## src/hdl/lrucc_pkg.sv

```systemverilog
// Shared types, constants and key folding for the LRU cache cost counter.
// No dependencies; imported by every other file of the block.
`default_nettype none

package lrucc_pkg;

    localparam int MAX_NAME_CHARS = 8;
    localparam int CFG_W          = 6;
    localparam int ADDR_W         = 3;

    localparam logic [31:0] HIT_COST  = 32'd1;
    localparam logic [31:0] MISS_COST = 32'd5;

    // word index of the register, taken from paddr[ADDR_W-1]
    localparam logic REG_CACHE_SIZE = 1'b0;

    typedef struct packed {
        logic [63:0] city_name;
        logic        first_of_list;
    } req_t;

    typedef struct packed {
        logic        hit;
        logic [31:0] total_cost;
    } rsp_t;

    typedef enum logic [2:0] {
        ST_IDLE,
        ST_SCAN,
        ST_DECIDE,
        ST_UPDATE,
        ST_DONE
    } state_t;

    typedef struct packed {
        logic key_we;
        logic age_we;
        logic valid_set;
        logic valid_clr;
    } store_cmd_t;

    // upper-case a..z, drop bytes past MAX_NAME_CHARS
    function automatic logic [63:0] fold_key(input logic [63:0] raw);
        logic [63:0] folded;
        logic [7:0]  c;
        folded = '0;
        for (int b = 0; b < 8; b++)
        begin
            c = raw[63-8*b -: 8];
            if (b >= MAX_NAME_CHARS)
            begin
                c = '0;
            end
            if (c >= 8'h61 && c <= 8'h7A)
            begin
                c = c - 8'h20;
            end
            folded[63-8*b -: 8] = c;
        end
        return folded;
    endfunction

endpackage

`default_nettype wire

```

## src/hdl/lrucc_store.sv

```systemverilog
// Entry storage: key memory, recency memory and per-entry valid flops.
// Depends on lrucc_pkg. Reads are registered, one read and one write per cycle.
`default_nettype none

module lrucc_store #(
    parameter int CAPACITY = 32,
    localparam int IDX_W = (CAPACITY > 1) ? $clog2(CAPACITY) : 1
) (
    input  logic                   clk,
    input  logic                   rst_n,
    input  lrucc_pkg::store_cmd_t  cmd,
    input  logic [IDX_W-1:0]       rd_addr,
    input  logic [IDX_W-1:0]       wr_addr,
    input  logic [63:0]            key_wdata,
    input  logic [IDX_W-1:0]       age_wdata,
    output logic [63:0]            key_rdata,
    output logic [IDX_W-1:0]       age_rdata,
    output logic                   valid_rdata
);
    import lrucc_pkg::*;

    logic [63:0]      key_mem [CAPACITY];
    logic [IDX_W-1:0] age_mem [CAPACITY];

    logic [CAPACITY-1:0] valid_reg, valid_next;
    logic [63:0]         key_rd_reg;
    logic [IDX_W-1:0]    age_rd_reg;
    logic                valid_rd_reg;

    always_ff @(posedge clk)
    begin
        if (cmd.key_we)
        begin
            key_mem[wr_addr] <= key_wdata;
        end
        if (cmd.age_we)
        begin
            age_mem[wr_addr] <= age_wdata;
        end
        key_rd_reg <= key_mem[rd_addr];
        age_rd_reg <= age_mem[rd_addr];
    end

    always_comb
    begin
        valid_next = valid_reg;
        if (cmd.valid_clr)
        begin
            valid_next = '0;
        end
        if (cmd.valid_set)
        begin
            valid_next[wr_addr] = 1'b1;
        end
    end

    always_ff @(posedge clk or negedge rst_n)
    begin
        if (!rst_n)
        begin
            valid_reg    <= '0;
            valid_rd_reg <= 1'b0;
        end
        else
        begin
            valid_reg    <= valid_next;
            valid_rd_reg <= valid_reg[rd_addr];
        end
    end

    assign key_rdata   = key_rd_reg;
    assign age_rdata   = age_rd_reg;
    assign valid_rdata = valid_rd_reg;

endmodule

`default_nettype wire

```

## src/hdl/lru_cache_cost_counter.sv

```systemverilog
// LRU cache cost counter. One request at a time; a single compare/age unit
// sweeps the key and recency memories one entry per cycle.
// A request scans used = min(cache_size, CAPACITY) entries, sweeps recency over all
// CAPACITY entries unless used is 0, and returns; new requests wait for idle.
// Reset: cache empty, total zero, cache_size zero; no clearing pass.
`default_nettype none

module lru_cache_cost_counter #(
    parameter int CAPACITY = 32
) (
    input  logic                              clk,
    input  logic                              rst_n,
    input  logic                              psel,
    input  logic                              penable,
    input  logic                              pwrite,
    input  logic [lrucc_pkg::ADDR_W-1:0]      paddr,
    input  logic [31:0]                       pwdata,
    output logic [31:0]                       prdata,
    output logic                              pready,
    input  logic                              req_valid,
    output logic                              req_stall,
    input  lrucc_pkg::req_t                   req_data,
    output logic                              rsp_valid,
    input  logic                              rsp_stall,
    output lrucc_pkg::rsp_t                   rsp_data
);
    import lrucc_pkg::*;

    localparam int IDX_W = (CAPACITY > 1) ? $clog2(CAPACITY) : 1;
    localparam int CNT_W = ($clog2(CAPACITY + 1) > CFG_W) ? $clog2(CAPACITY + 1) : CFG_W;
    localparam logic [CNT_W-1:0] CAP_CNT = CNT_W'(CAPACITY);

    state_t           state_reg, state_next;
    logic [CFG_W-1:0] cache_size_reg, cache_size_next;
    logic [63:0]      key_reg, key_next;
    logic [CNT_W-1:0] cnt_reg, cnt_next;
    logic             chk_vld_reg, chk_vld_next;
    logic [IDX_W-1:0] chk_idx_reg, chk_idx_next;
    logic             found_reg, found_next;
    logic [IDX_W-1:0] hit_idx_reg, hit_idx_next;
    logic [IDX_W-1:0] hit_age_reg, hit_age_next;
    logic             empty_reg, empty_next;
    logic [IDX_W-1:0] empty_idx_reg, empty_idx_next;
    logic [IDX_W-1:0] best_age_reg, best_age_next;
    logic [IDX_W-1:0] best_idx_reg, best_idx_next;
    logic [IDX_W-1:0] slot_reg, slot_next;
    logic [IDX_W-1:0] limit_reg, limit_next;
    logic             fill_reg, fill_next;
    logic [31:0]      cost_reg, cost_next;
    logic             rsp_vld_reg, rsp_vld_next;
    rsp_t             rsp_reg, rsp_next;

    store_cmd_t       cmd;
    logic [IDX_W-1:0] rd_addr, wr_addr;
    logic [IDX_W-1:0] age_wdata;
    logic [63:0]      key_rdata;
    logic [IDX_W-1:0] age_rdata;
    logic             valid_rdata;

    logic [CNT_W-1:0] cache_ext, used;
    logic [32:0]      cost_sum;
    logic [31:0]      cost_sat;

    lrucc_store #(.CAPACITY(CAPACITY)) u_store (
        .clk         (clk),
        .rst_n       (rst_n),
        .cmd         (cmd),
        .rd_addr     (rd_addr),
        .wr_addr     (wr_addr),
        .key_wdata   (key_reg),
        .age_wdata   (age_wdata),
        .key_rdata   (key_rdata),
        .age_rdata   (age_rdata),
        .valid_rdata (valid_rdata)
    );

    assign cache_ext = CNT_W'(cache_size_reg);
    assign used      = (cache_ext > CAP_CNT) ? CAP_CNT : cache_ext;
    assign cost_sum  = {1'b0, cost_reg} + {1'b0, (found_reg ? HIT_COST : MISS_COST)};
    assign cost_sat  = cost_sum[32] ? '1 : cost_sum[31:0];

    assign pready    = 1'b1;
    assign prdata    = (paddr[ADDR_W-1] == REG_CACHE_SIZE) ? 32'(cache_size_reg) : '0;
    assign req_stall = (state_reg != ST_IDLE);
    assign rsp_valid = rsp_vld_reg;
    assign rsp_data  = rsp_reg;

    always_comb
    begin
        state_next      = state_reg;
        cache_size_next = cache_size_reg;
        key_next        = key_reg;
        cnt_next        = cnt_reg;
        chk_vld_next    = 1'b0;
        chk_idx_next    = cnt_reg[IDX_W-1:0];
        found_next      = found_reg;
        hit_idx_next    = hit_idx_reg;
        hit_age_next    = hit_age_reg;
        empty_next      = empty_reg;
        empty_idx_next  = empty_idx_reg;
        best_age_next   = best_age_reg;
        best_idx_next   = best_idx_reg;
        slot_next       = slot_reg;
        limit_next      = limit_reg;
        fill_next       = fill_reg;
        cost_next       = cost_reg;
        rsp_vld_next    = rsp_vld_reg;
        rsp_next        = rsp_reg;
        cmd             = '0;
        rd_addr         = cnt_reg[IDX_W-1:0];
        wr_addr         = chk_idx_reg;
        age_wdata       = '0;

        if (psel && penable && pwrite && paddr[ADDR_W-1] == REG_CACHE_SIZE)
        begin
            cache_size_next = pwdata[CFG_W-1:0];
        end

        if (rsp_vld_reg && !rsp_stall)
        begin
            rsp_vld_next = 1'b0;
        end

        unique case (state_reg)
            ST_IDLE:
            begin
                if (req_valid)
                begin
                    key_next      = fold_key(req_data.city_name);
                    cnt_next      = '0;
                    found_next    = 1'b0;
                    empty_next    = 1'b0;
                    best_age_next = '0;
                    best_idx_next = '0;
                    if (req_data.first_of_list)
                    begin
                        cmd.valid_clr = 1'b1;
                        cost_next     = '0;
                    end
                    state_next = ST_SCAN;
                end
            end

            ST_SCAN:
            begin
                // check the entry read last cycle
                if (chk_vld_reg)
                begin
                    if (valid_rdata && key_rdata == key_reg && !found_reg)
                    begin
                        found_next   = 1'b1;
                        hit_idx_next = chk_idx_reg;
                        hit_age_next = age_rdata;
                    end
                    if (!valid_rdata && !empty_reg)
                    begin
                        empty_next     = 1'b1;
                        empty_idx_next = chk_idx_reg;
                    end
                    if (age_rdata >= best_age_reg)
                    begin
                        best_age_next = age_rdata;
                        best_idx_next = chk_idx_reg;
                    end
                end
                if (cnt_reg < used)
                begin
                    chk_vld_next = 1'b1;
                    cnt_next     = cnt_reg + 1'b1;
                end
                else if (!chk_vld_reg)
                begin
                    state_next = ST_DECIDE;
                end
            end

            ST_DECIDE:
            begin
                cost_next = cost_sat;
                cnt_next  = '0;
                if (found_reg)
                begin
                    slot_next  = hit_idx_reg;
                    limit_next = hit_age_reg;
                    fill_next  = 1'b0;
                    state_next = ST_UPDATE;
                end
                else if (used == '0)
                begin
                    state_next = ST_DONE;
                end
                else
                begin
                    if (empty_reg)
                    begin
                        slot_next = empty_idx_reg;
                        fill_next = 1'b1;
                    end
                    else
                    begin
                        slot_next  = best_idx_reg;
                        limit_next = best_age_reg;
                        fill_next  = 1'b0;
                    end
                    wr_addr       = slot_next;
                    cmd.key_we    = 1'b1;
                    cmd.valid_set = 1'b1;
                    state_next    = ST_UPDATE;
                end
            end

            ST_UPDATE:
            begin
                // recency sweep over every entry, in use or not
                if (chk_vld_reg)
                begin
                    if (chk_idx_reg == slot_reg)
                    begin
                        cmd.age_we = 1'b1;
                        age_wdata  = '0;
                    end
                    else if (valid_rdata && (fill_reg || age_rdata < limit_reg))
                    begin
                        cmd.age_we = 1'b1;
                        age_wdata  = age_rdata + 1'b1;
                    end
                end
                if (cnt_reg < CAP_CNT)
                begin
                    chk_vld_next = 1'b1;
                    cnt_next     = cnt_reg + 1'b1;
                end
                else if (!chk_vld_reg)
                begin
                    state_next = ST_DONE;
                end
            end

            ST_DONE:
            begin
                if (!rsp_vld_reg || !rsp_stall)
                begin
                    rsp_vld_next        = 1'b1;
                    rsp_next.hit        = found_reg;
                    rsp_next.total_cost = cost_reg;
                    state_next          = ST_IDLE;
                end
            end

            default:
            begin
                state_next = ST_IDLE;
            end
        endcase
    end

    always_ff @(posedge clk or negedge rst_n)
    begin
        if (!rst_n)
        begin
            state_reg      <= ST_IDLE;
            cache_size_reg <= '0;
            cost_reg       <= '0;
            chk_vld_reg    <= 1'b0;
            rsp_vld_reg    <= 1'b0;
            found_reg      <= 1'b0;
            empty_reg      <= 1'b0;
            cnt_reg        <= '0;
        end
        else
        begin
            state_reg      <= state_next;
            cache_size_reg <= cache_size_next;
            cost_reg       <= cost_next;
            chk_vld_reg    <= chk_vld_next;
            rsp_vld_reg    <= rsp_vld_next;
            found_reg      <= found_next;
            empty_reg      <= empty_next;
            cnt_reg        <= cnt_next;
        end
    end

    always_ff @(posedge clk)
    begin
        key_reg       <= key_next;
        chk_idx_reg   <= chk_idx_next;
        hit_idx_reg   <= hit_idx_next;
        hit_age_reg   <= hit_age_next;
        empty_idx_reg <= empty_idx_next;
        best_age_reg  <= best_age_next;
        best_idx_reg  <= best_idx_next;
        slot_reg      <= slot_next;
        limit_reg     <= limit_next;
        fill_reg      <= fill_next;
        rsp_reg       <= rsp_next;
    end

endmodule

`default_nettype wire

```

## config.mk

```make
export PLATFORM = sky130hd
export DESIGN_NAME = lru_cache_cost_counter
export DESIGN_NICKNAME = d
export VERILOG_FILES = /design/src/hdl/lrucc_pkg.sv /design/src/hdl/lrucc_store.sv /design/src/hdl/lru_cache_cost_counter.sv
export SDC_FILE = /design/constraint.sdc
export NUM_CORES = 2
export LEC_CHECK = 0
export BUFFER_PORTS_ARGS = -buffer_cell sky130_fd_sc_hd__buf_2
export CAP_MARGIN = 20
export CORE_ASPECT_RATIO = 0.7
export CORE_MARGIN = 1.5
export CORE_UTILIZATION = 45
export CTS_CLUSTER_DIAMETER = 60
export DETAILED_ROUTE_END_ITERATION = 6
export HOLD_SLACK_MARGIN = 0.15
export MAX_ROUTING_LAYER = met4
export PLACE_DENSITY_LB_ADDON = 0.2
export SETUP_SLACK_MARGIN = 0.2
export SLEW_MARGIN = 20
export SYNTH_ARGS = -nofsm -noshare
export SYNTH_HDL_FRONTEND = slang
export SYNTH_SLANG_ARGS = --single-unit
```

## constraint.sdc

```tcl
create_clock -name clk -period 5.5 [get_ports clk]
set_input_delay 0.55 -clock clk [delete_from_list [all_inputs] [get_ports clk]]
set_output_delay 0.55 -clock clk [all_outputs]
set_load 0.005 [all_outputs]
```

; Word level (Yosys, flattened, before mapping)
; Memories as Yosys holds them, arrays and structs flattened. A register that Yosys moved wholly into a read port is not among the register bits.
; Cells that the tools add are included.
; Widths: inputs -> output; s select.
[totals]
ff_bits = 222
ram_bits = 2208
in_bits = 107
out_inout_bits = 68
wordCells = 207
mem_count = 2
[classes]
addsub = 11
magnitude_cmp = 24
n_eq_ne = 21
n_mux = 83
bitwise = 2
n_reduce_logical = 42
[mem_list]
columns = memory, depth, width, rd, rd_ports_with_merged_regs, write_ports, line
row1 = u_store.key_mem, 32, 64, 1, 1, 1, lrucc_store.sv:22  ; logic [63:0] key_mem [CAPACITY];
row2 = u_store.age_mem, 32, 5, 1, 1, 1, lrucc_store.sv:23  ; logic [IDX_W-1:0] age_mem [CAPACITY];
[op_table]
columns = cell, n
row1 = $mux 32, 5
row2 = $mux 5, 18
row3 = $eq 64x64->1, 1
row4 = $ge 8x7->1 const B, 8
row5 = $le 8x7->1 const B, 8
row6 = $mux 8, 8
row7 = $pmux 32 s2, 1
row8 = $sub 8x6->8 const B, 8
row9 = $add 32x3->33, 1
row10 = $or 32x32->32, 1
row11 = $mux 6, 5
row12 = $ne 2x2->1 const B, 15
row13 = $mux 1, 28
row14 = $mux 3, 9
row15 = $pmux 6 s4, 1
row16 = $pmux 5 s2, 2
row17 = $logic_and 1x1->1, 17
row18 = $reduce_and 4->1, 4
row19 = $pmux 3 s5, 1
row20 = $lt 5x6->1 const B, 2
row21 = $reduce_and 3->1, 4
row22 = $add 6x1->6 const B, 1
row23 = $eq 3x2->1 const B, 2
row24 = $gt 6x6->1 const B, 1
row25 = 22 further kinds, 32

; Logic depth before layout (Yosys ltp)
[logic_depth]
ltp_word = 12
ltp_mapped = 10
depth_no_buf = 9

; Cells and area by module
; From an unflattened synthesis, not the netlist that was laid out.
[unflattened]
cells_unflattened = 4489
hier_area_um2 = 96769.1
[modules_own_cells]
columns = mod, instances, cells_per_inst, area_per_inst_um2, seq_area_each_um2
row1 = lrucc_store, 1, 3674, 87406.3, 68510.7
row2 = lru_cache_cost_counter, 1, 815, 9362.7, 5370.2

; Worst setup path before layout
; OpenSTA, ideal clock, no wires.
[synth_timing]
kind = register to register
start = register state_reg[2]
end = memory u_store.key_mem[0][0] (enable)
setup_time_ps = 488
t_arrival_ps = 4876
t_required_ps = 5012
path_slack_ps = 136
path_stages_with_launch = 7
path_buffers = 1
period_less_slack_ps = 5364
cell_sequence = dfrtp_1 -> or3b_1 -> buf_2 -> a311oi_4 -> mux2i_1 -> nand3_1 -> nor2_1
[synth_between]
elab_chain_cells = 4
elab_cells_between_ends = 5
cone_classes = eq/ne: 1 / mux: 4
[synth_rtl]
columns = item, line
row1 = from (decl), lru_cache_cost_counter.sv:33  ; state_t state_reg, state_next;
row2 = from (signal assigned), lru_cache_cost_counter.sv:272  ; state_reg <= state_next;
row3 = $eq 3x2->1 (*), lru_cache_cost_counter.sv:124  ; unique case (state_reg)
row4 = $mux 1, lru_cache_cost_counter.sv:124
row5 = $mux 1, lrucc_store.sv:32  ; if (cmd.key_we)
row6 = $mux 1 (implied by the code), lrucc_store.sv:34  ; key_mem[wr_addr] <= key_wdata;
row7 = to (decl), lrucc_store.sv:22
; Mark *: on every way between the ends. The rest lies on a longest branch, timed or not.

; Worst setup path in the final report
[layout_timing]
start = register state_reg[1]
end = memory u_store.key_mem[25][49] (enable)
; Same word-level chain as after synthesis.

==> metrics.md <==
| Metric | Value |
|---|---|
| Initial antenna violation count | 10 |
| Hold Fails Final Rpt | 0 |
| RSZ-0062 raised after global routing | no |
| Maximum Capacitance Violations | 0 |
| Area grow syn2layout | 14.2% |
| CTS tree | done |
| Main synth FF type | edfxtp_1 |
| Compound-cell area share of the yosys netlist | 1.45% |
| Post-synthesis adder-cell area fraction | 0.340% |
| Xor and xnor fraction of the mapped netlist area | 0.512% |
| Global-route wire length before repair | 331000 µm |
| Crit path max fanout | 15 |
| Routed WL | 232000 µm |
| GR Overflow Total | 0 |
| DR vias/cell | 5.91 |
| 1st-pass router iterations | 7 |
| Fin crit period | 4.38 ns |
| Worst clock skew | 0.0417 ns |
| Critical path type | reg -> reg |
| Crit path buf inv count | 1 |
| Row count | 141 |
| Slowest CP cell | nor2_4 |
| Largest register by flop count | u_store.key_mem |
| Netlist cell types | 61 |
| Data arrival time of the critical path | 4.91 ns |
| Total track usage | 22.2% |
| Worst path cell trace | or3b_1 -> a311oi_4 -> mux2i_1 -> nand2_1 -> nor2_4 -> buf_4 |
| Multiplexer share of the synthesized area | 17.6% |
| Number of flip-flops under the largest register name | 2048 |
| Crit-path max cell delay | 0.88 ns |
| Final GP Congestion | 0.775 |
| Most frequent cells in the layout | 2341 x edfxtp_1, 700 x mux4_2, 241 x clkbuf_16 |
| Regs by FF count | u_store.key_mem: 2048 flops, u_store.age_mem: 160 flops |
| Commonest non-fill, non-tap cell in the layout | edfxtp_1 |
| Die area | 216000 µm² |
| Clock Sinks | 2499 |
| Status | completed |
| Cts hold-fix bufs | 73 |
| Average wire per standard cell | 30.6 µm |
| Simple-Gate Fraction of Synth Area | 1.76% |
| Top cells by area, synth | edfxtp_1 73%, mux4_2 16%, dfrtp_1 2.2% |
| VDD IR max | 311 µV |
| Post-synth EDFFs | 2341 |
| Worst Hold Class | in -> reg |
| Max-slew violations | 0 |
| Synth area leader | edfxtp_1 |
| Area of the core | 211000 µm² |
| Share of cells above drive strength 1 | 30.5% |
| Main combinational cell family by area after synthesis | multiplexers |
| Async SR Flop Fraction | 3.36% |
| Final instance area | 109000 µm² |
| Total Neg Setup Slack | 0 ns |
| Mapped Area | 95800 µm² |
| Worst-path clk slew | 0.06 ns |
| Syn Inst Count | 4220 |
| Die Span Y | 389 µm |
| DR DRC count | 0 |
| Slew headroom | 29.5% |
| Synth warn | 0 |
| CTS H-tree depth | 4 |
| Starting density of the core | 45.3% |
| I/O Buffers | 119 |
| Pwr Density | 454 nW/µm² |
| Placed instance area | 101000 µm² |
| Sequential area share after synthesis | 77.1% |
| Largest delay share family, worst path | simple AND/OR/NAND/NOR gates |
| Setup violators final | 0 |
| Max Freq | 228 MHz |
| Post-CTS Resized | 0 |
| Setup bufs post-CTS | 0 |
| Num CTS Buffers | 236 |
| Synth top area share | 73.4% |
| Synth Register Bits | 2499 |
| CP required | 6.03 ns |
| Vias in the first global route | 44900 |
| Worst Max-Slew Pin Slew | 1.06 ns |
| Antenna Violating Nets Remaining | 0 |
| DR iter-0 viols | 5465 |
| Largest net degree at the start of global routing | 99 |
| Max clock buf depth | 4 |
| Leak pwr | 0.0347 µW |
| Fin nets | 4743 |
| Crit. End Element | flop |
| Die Wd | 554 µm |
| Crit path launch type | flop |
| Ports | 175 |
| Post-Syn Area per Cell | 22.7 µm² |
| Clock root cell | clkbuf_16 |
| Clock latency on the worst-skew pair | 0.88 ns |
| Total number of vias | 44900 |
| Period Utilization, post-route | 79.6% |
| DP HPWL | 117000 µm |
## final timing paths
check                                 startpoint                 endpoint  slack [ns]  cells after the start
min in group asynchronous                  rst_n             state_reg[1]        0.20                      2
hold reg to reg            u_store.valid_reg[19]    u_store.valid_reg[19]        0.47                      1
setup / recovery                    state_reg[1]  u_store.key_mem[25][49]        1.12                      6
hold / removal                      req_data[31]              key_reg[30]        0.17                      3
setup reg to reg                    state_reg[1]  u_store.key_mem[25][49]        1.12                      6
max in group asynchronous                  rst_n    u_store.valid_reg[17]        4.23                      3
## per-stage QoR
step           hold WS [ns]  cells  utilization, %  setup slack (ns)  power [µW]
6_report              0.170   7596            51.8              1.12       49600
5_1_grt               0.182   7596            51.8             0.801       51500
4_1_cts               0.153   7591            51.7              1.16       50100
3_5_place_dp          0.460   7086            47.8              1.19       34100
3_3_place_gp          0.455   7086            47.8              1.27       34000
2_1_floorplan         0.254   4245               -             0.136       30500
## report_power, final
group	switching [µW]	internal, µW	leakage, µW
registers	711	22000	0.0230
clock network	6960	9060	0.00370
logic	5640	5230	0.00802
## synthesized netlist by cell type (3+ instances only)
cell and number:
inv_1 55, o31ai_1 5, dfrtp_1 84, edfxtp_1 2341, ha_1 26, clkbuf_1 148
and2_1 5, nor2b_1 17, xnor2_1 11, mux2_2 89, mux2i_1 5, nor2_1 74
o21ai_0 75, o22ai_1 15, a211oi_1 3, nand4_1 13, buf_4 28, a21oi_1 42
nand2b_1 8, mux4_2 700, nand3_1 24, nand2_1 73, o21a_1 4, a21o_1 38
a31oi_1 10, buf_2 4, and4_1 3, or4_1 10, nor2_4 4, dfxtp_1 74
buf_1 50, xor2_1 45, or3_1 3, nor4_1 17, nor3_1 53, nor2_2 4
a2111oi_0 4, a22o_1 10, and3_1 15
## layer usage
metal  vias up  global-route usage, %  wire length, µm
met5         -                      -                0
met4         0                   4.77             4590
met3       301                   4.37            18000
met2      1737                   31.8           105000
met1     24300                   33.0           105000
li1      18600                      -                -
## cell type report
cell class,count,area [µm²]
multi-input combinational,1460,21100
fill,16400,102000
clock buffer,325,6600
clock inverter,107,941
sequential,2499,73900
inverter,56,210
timing repair buffer,357,3160
tap,2788,3490
antenna,4,10.0
## tightest hold or removal path, stage by stage
cell	delay (ns)
buf_2	0.10
inv_1	0.08
a21oi_1	0.11
## kinds of logic (layout without fill, tap and decap cells)
family	after synthesis	in the layout
compound gates	222	222
xor+xnor	56	56
fa+ha+maj	26	26
buf+inv	286	845
flops	2499	2499
mux	794	794
other cells	2	31
simple gates	335	335
Power figures use the tool's default switching activity.
